[src/hw/rtl/mzs_fifo.sv]
module mzs_fifo #(
   parameter int WIDTH = 8
) (
   input  logic             clock,
   input  logic             reset,
   input  logic             push_valid,
   output logic             push_ready,
   input  logic [WIDTH-1:0] push_data,
   output logic             pop_valid,
   input  logic             pop_ready,
   output logic [WIDTH-1:0] pop_data
);
   localparam int QD = 2;

   logic [WIDTH-1:0]   entries_ff [QD];
   logic               wr_ptr_ff, wr_ptr_in;
   logic               rd_ptr_ff, rd_ptr_in;
   logic [1:0]         count_ff, count_in;
   logic               push, pop;

   assign push_ready = (count_ff != 2'(QD));
   assign pop_valid  = (count_ff != 2'd0);
   assign pop_data   = entries_ff[rd_ptr_ff];
   assign push       = push_valid && push_ready;
   assign pop        = pop_valid && pop_ready;

   always_comb begin
      wr_ptr_in = push ? ~wr_ptr_ff : wr_ptr_ff;
      rd_ptr_in = pop ? ~rd_ptr_ff : rd_ptr_ff;
      count_in  = count_ff;
      if (push && !pop) begin
         count_in = count_ff + 2'd1;
      end else if (pop && !push) begin
         count_in = count_ff - 2'd1;
      end
   end

   always_ff @(posedge clock) begin
      if (reset) begin
         wr_ptr_ff <= 1'b0;
         rd_ptr_ff <= 1'b0;
         count_ff  <= 2'd0;
      end else begin
         wr_ptr_ff <= wr_ptr_in;
         rd_ptr_ff <= rd_ptr_in;
         count_ff  <= count_in;
      end
   end

   always_ff @(posedge clock) begin
      if (push) begin
         entries_ff[wr_ptr_ff] <= push_data;
      end
   end

`ifndef SYNTH
   a_count_bound: assert property (@(posedge clock) disable iff (reset)
      count_ff <= 2'(QD))
      else $error("queue fill beyond depth");

   a_push_only: assert property (@(posedge clock) disable iff (reset)
      (push && !pop) |=> count_ff == $past(count_ff) + 2'd1)
      else $error("queue fill did not rise on push");

   a_pop_only: assert property (@(posedge clock) disable iff (reset)
      (pop && !push) |=> count_ff == $past(count_ff) - 2'd1)
      else $error("queue fill did not fall on pop");

   a_ptrs_match: assert property (@(posedge clock) disable iff (reset)
      (count_ff == 2'd0 || count_ff == 2'(QD)) |-> wr_ptr_ff == rd_ptr_ff)
      else $error("queue pointers out of step with fill");
`endif
endmodule

[config.mk]
export PLATFORM = sky130hd
export DESIGN_NAME = mzs_fifo
export DESIGN_NICKNAME = d
export VERILOG_FILES = /design/src/hw/rtl/mzs_fifo.sv
export SDC_FILE = /design/constraint.sdc
export NUM_CORES = 1
export LEC_CHECK = 0
export BUFFER_PORTS_ARGS = -buffer_cell sky130_fd_sc_hd__buf_4
export CAP_MARGIN = 20
export CORE_MARGIN = 5
export CORE_UTILIZATION = 40
export CTS_CLUSTER_DIAMETER = 100
export CTS_CLUSTER_SIZE = 24
export DETAILED_ROUTE_END_ITERATION = 10
export REMOVE_ABC_BUFFERS = 1
export SETUP_SLACK_MARGIN = 0.1
export SLEW_MARGIN = 30
export SYNTH_ARGS = -nofsm -noshare
export SYNTH_HDL_FRONTEND = slang
export SYNTH_SLANG_ARGS = --single-unit
export TNS_END_PERCENT = 30
[constraint.sdc]
create_clock -name clock -period 1.8 [get_ports clock]
set_input_delay 0.18 -clock clock [delete_from_list [all_inputs] [get_ports clock]]
set_output_delay 0.18 -clock clock [all_outputs]
set_load 0.05 [all_outputs]
==> impl_metrics.tcl <==
set metrics [dict create \
    status "finished, final reports clean" \
    cp_max_fo 5 \
    diodes 0 \
    final_cells 100 \
    clockBufferDepth 2 \
    yosys-top-cells-area "edfxtp_1 60%, dfxtp_1 13%, mux2_2 11%" \
    cts_buffers 3 \
    nets 87 \
    p_total_w 0.00157 \
    finalClockSkew_ns 0.00597 \
    synth-seq-cells 21 \
    drtPass1Iterations 4 \
    cts.sinks 21 \
    slowest_delay_ns 0.37 \
    hold_path.class "primary input to register" \
    cp.buffers_inverters 0 \
    wl_per_cell_um 12.2 \
    endpoint_kind "register" \
    syn_inst 49 \
    synth_top_cell_by_area "edfxtp_1" \
    p_leak_nw 0.401 \
    final_cell_mix "21 x buf_4, 16 x edfxtp_1, 8 x mux2_2" \
    final_core_util 0.531 \
    drive_above_1_share 0.521 \
    tightest_slew_ns 0.350 \
    final_common_cell "buf_4" \
    ys_seq_area_frac 0.727 \
    slew_violations 0 \
    clk_latency_ns 0.29 \
    grt_pass1_vias 455 \
    cap_violations 0 \
    irDropWorstVdd_uv 810 \
    cts_max_level 1 \
    grt_max_degree 13 \
    gr-total-overflow 0 \
    track_usage 0.0987 \
    yosys_warnings 0 \
    cts_root_buf "clkbuf_4" \
    pre_cts_ws_ns 0.205 \
    final.setup.worst_slack_ns 0.204 \
    initial_utilization 0.415 \
    crit_family "simple AND/OR/NAND/NOR gates" \
    tns_ns 0 \
    synth.top_cell.area_share 0.602 \
    rsz0062_at_grt "true" \
    routed_wl_um 1220 \
    rows 16 \
    numPlacedInstances 96 \
    dieArea_um2 2990 \
    clk_pin_slew_ns 0.11 \
    fmax_mhz 627 \
    ctsHoldBuffers 0 \
    slowest_stage "dfxtp_4" \
    rr_startpoint "count_ff[0]" \
    dp_hpwl_um 879 \
    crit_start "count_ff[0]" \
    fin_crit_sh 0.887 \
    area_delta_synth_final_pct 27.7 \
    gp_congestion 0.659 \
    die_h_um 54.7 \
    grt_first_pass_wirelength_um 1950 \
    powerDensity_nw_per_um2 1540 \
    avgSynthCellArea_um2 16.3 \
    vias 457 \
    cp-start-kind "register" \
    cp.arrival_ns 1.83 \
    min-delay-start "push_data[2]" \
    coreArea_um2 1920 \
    hold_viol_final 0 \
    setup_viol 0 \
    antenna_found_initial 0 \
    drc 0 \
    crit_type "register to register" \
    cts_tree "yes" \
    drt_iter0_markers 3 \
    worstPathRequired_ns 2.04 \
    synth_cell_types 17 \
    netlist_area_um2 798 \
    die_w_um 54.7 \
    fin_crit_ns 1.60 \
    io_pins 22 \
    crit_chain "nand2b_2, and2_1, ha_1, or3_1, a21oi_1" \
    portBuffers 21 \
    drt.antenna.violating_nets 0 \
    slew-limit-headroom 0.766 \
    routed_via_density 4.57 \
]
sequential cells by signal, summed over array words and instances, names as in the netlist, named ones only:
| signal | count |
|---|---|
| entries_ff | 16 |
| count_ff | 2 |
| rd_ptr_ff | 1 |
| wr_ptr_ff | 1 |
cell families (layout without fill, tap and decap cells):
kind of cell / after synthesis / after routing / share of synthesized area
flip-flops: 21 / 21 / 0.727
AND/OR/NAND/NOR: 9 / 9 / 0.0627
multiplexers: 8 / 8 / 0.113
AO/OA/AOI/OAI: 5 / 5 / 0.0376
XOR/XNOR: 3 / 3 / 0.0329
buffers and inverters: 2 / 26 / 0.0110
adder cells (fa/ha/maj): 1 / 1 / 0.0157
metal layers:
layer | part of all wire | vias to the layer above | GRT usage
met3 | 0.084 | 4 | 0.0272
met2 | 0.45 | 16 | 0.144
met4 | 0.037 | 0 | 0.0996
li1 | - | 225 | -
met5 | 0 | - | 0
met1 | 0.42 | 212 | 0.112
where the power goes:
| group | internal, W | switching (W) | total, W |
|---|---|---|---|
| clock network | 0.0000827 | 0.000132 | 0.000214 |
| logic | 0.000249 | 0.000423 | 0.000672 |
| registers | 0.000623 | 0.0000609 | 0.000684 |
synth_stat cells:
cell type   n
or3_1       1
o21ai_0     2
edfxtp_1   16
xor2_1      3
nand2b_1    1
and2_1      1
dfxtp_1     5
a21bo_2     1
mux2_2      8
buf_2       1
nand3b_1    1
ha_1        1
nor2_1      3
a21oi_1     2
or2_2       1
and3_1      1
inv_1       1
layout make-up:
type	count	area (µm²)
Fill cell	173	902
Timing Repair Buffer	21	158
Clock inverter	1	5.00
Inverter	1	3.75
Tap cell	27	33.8
Clock buffer	3	22.5
Sequential cell	21	586
Multi-Input combinational cell	26	211
path summary, 6_finish.rpt:
kind,to,slack (ns),depth (start not counted)
min reg2reg,register,0.51,2
max,count_ff[1],0.20,5
max reg2reg,count_ff[1],0.20,5
min,entries_ff[0][2],0.06,1
timing repair:
action,4_1_cts,5_1_grt
gates resized for setup,0,4
endpoints found under the setup margin,0,6
setup buffers,0,0
metrics by stage:
step	area [µm²]	hold slack, ns
global route	1020	0.0283
detailed placement	985	0.369
CTS	1010	0.0507
finish	1020	0.0605
global placement	985	0.366
floorplan	793	0.249
Note: power is estimated with default switching activity, not from simulation.
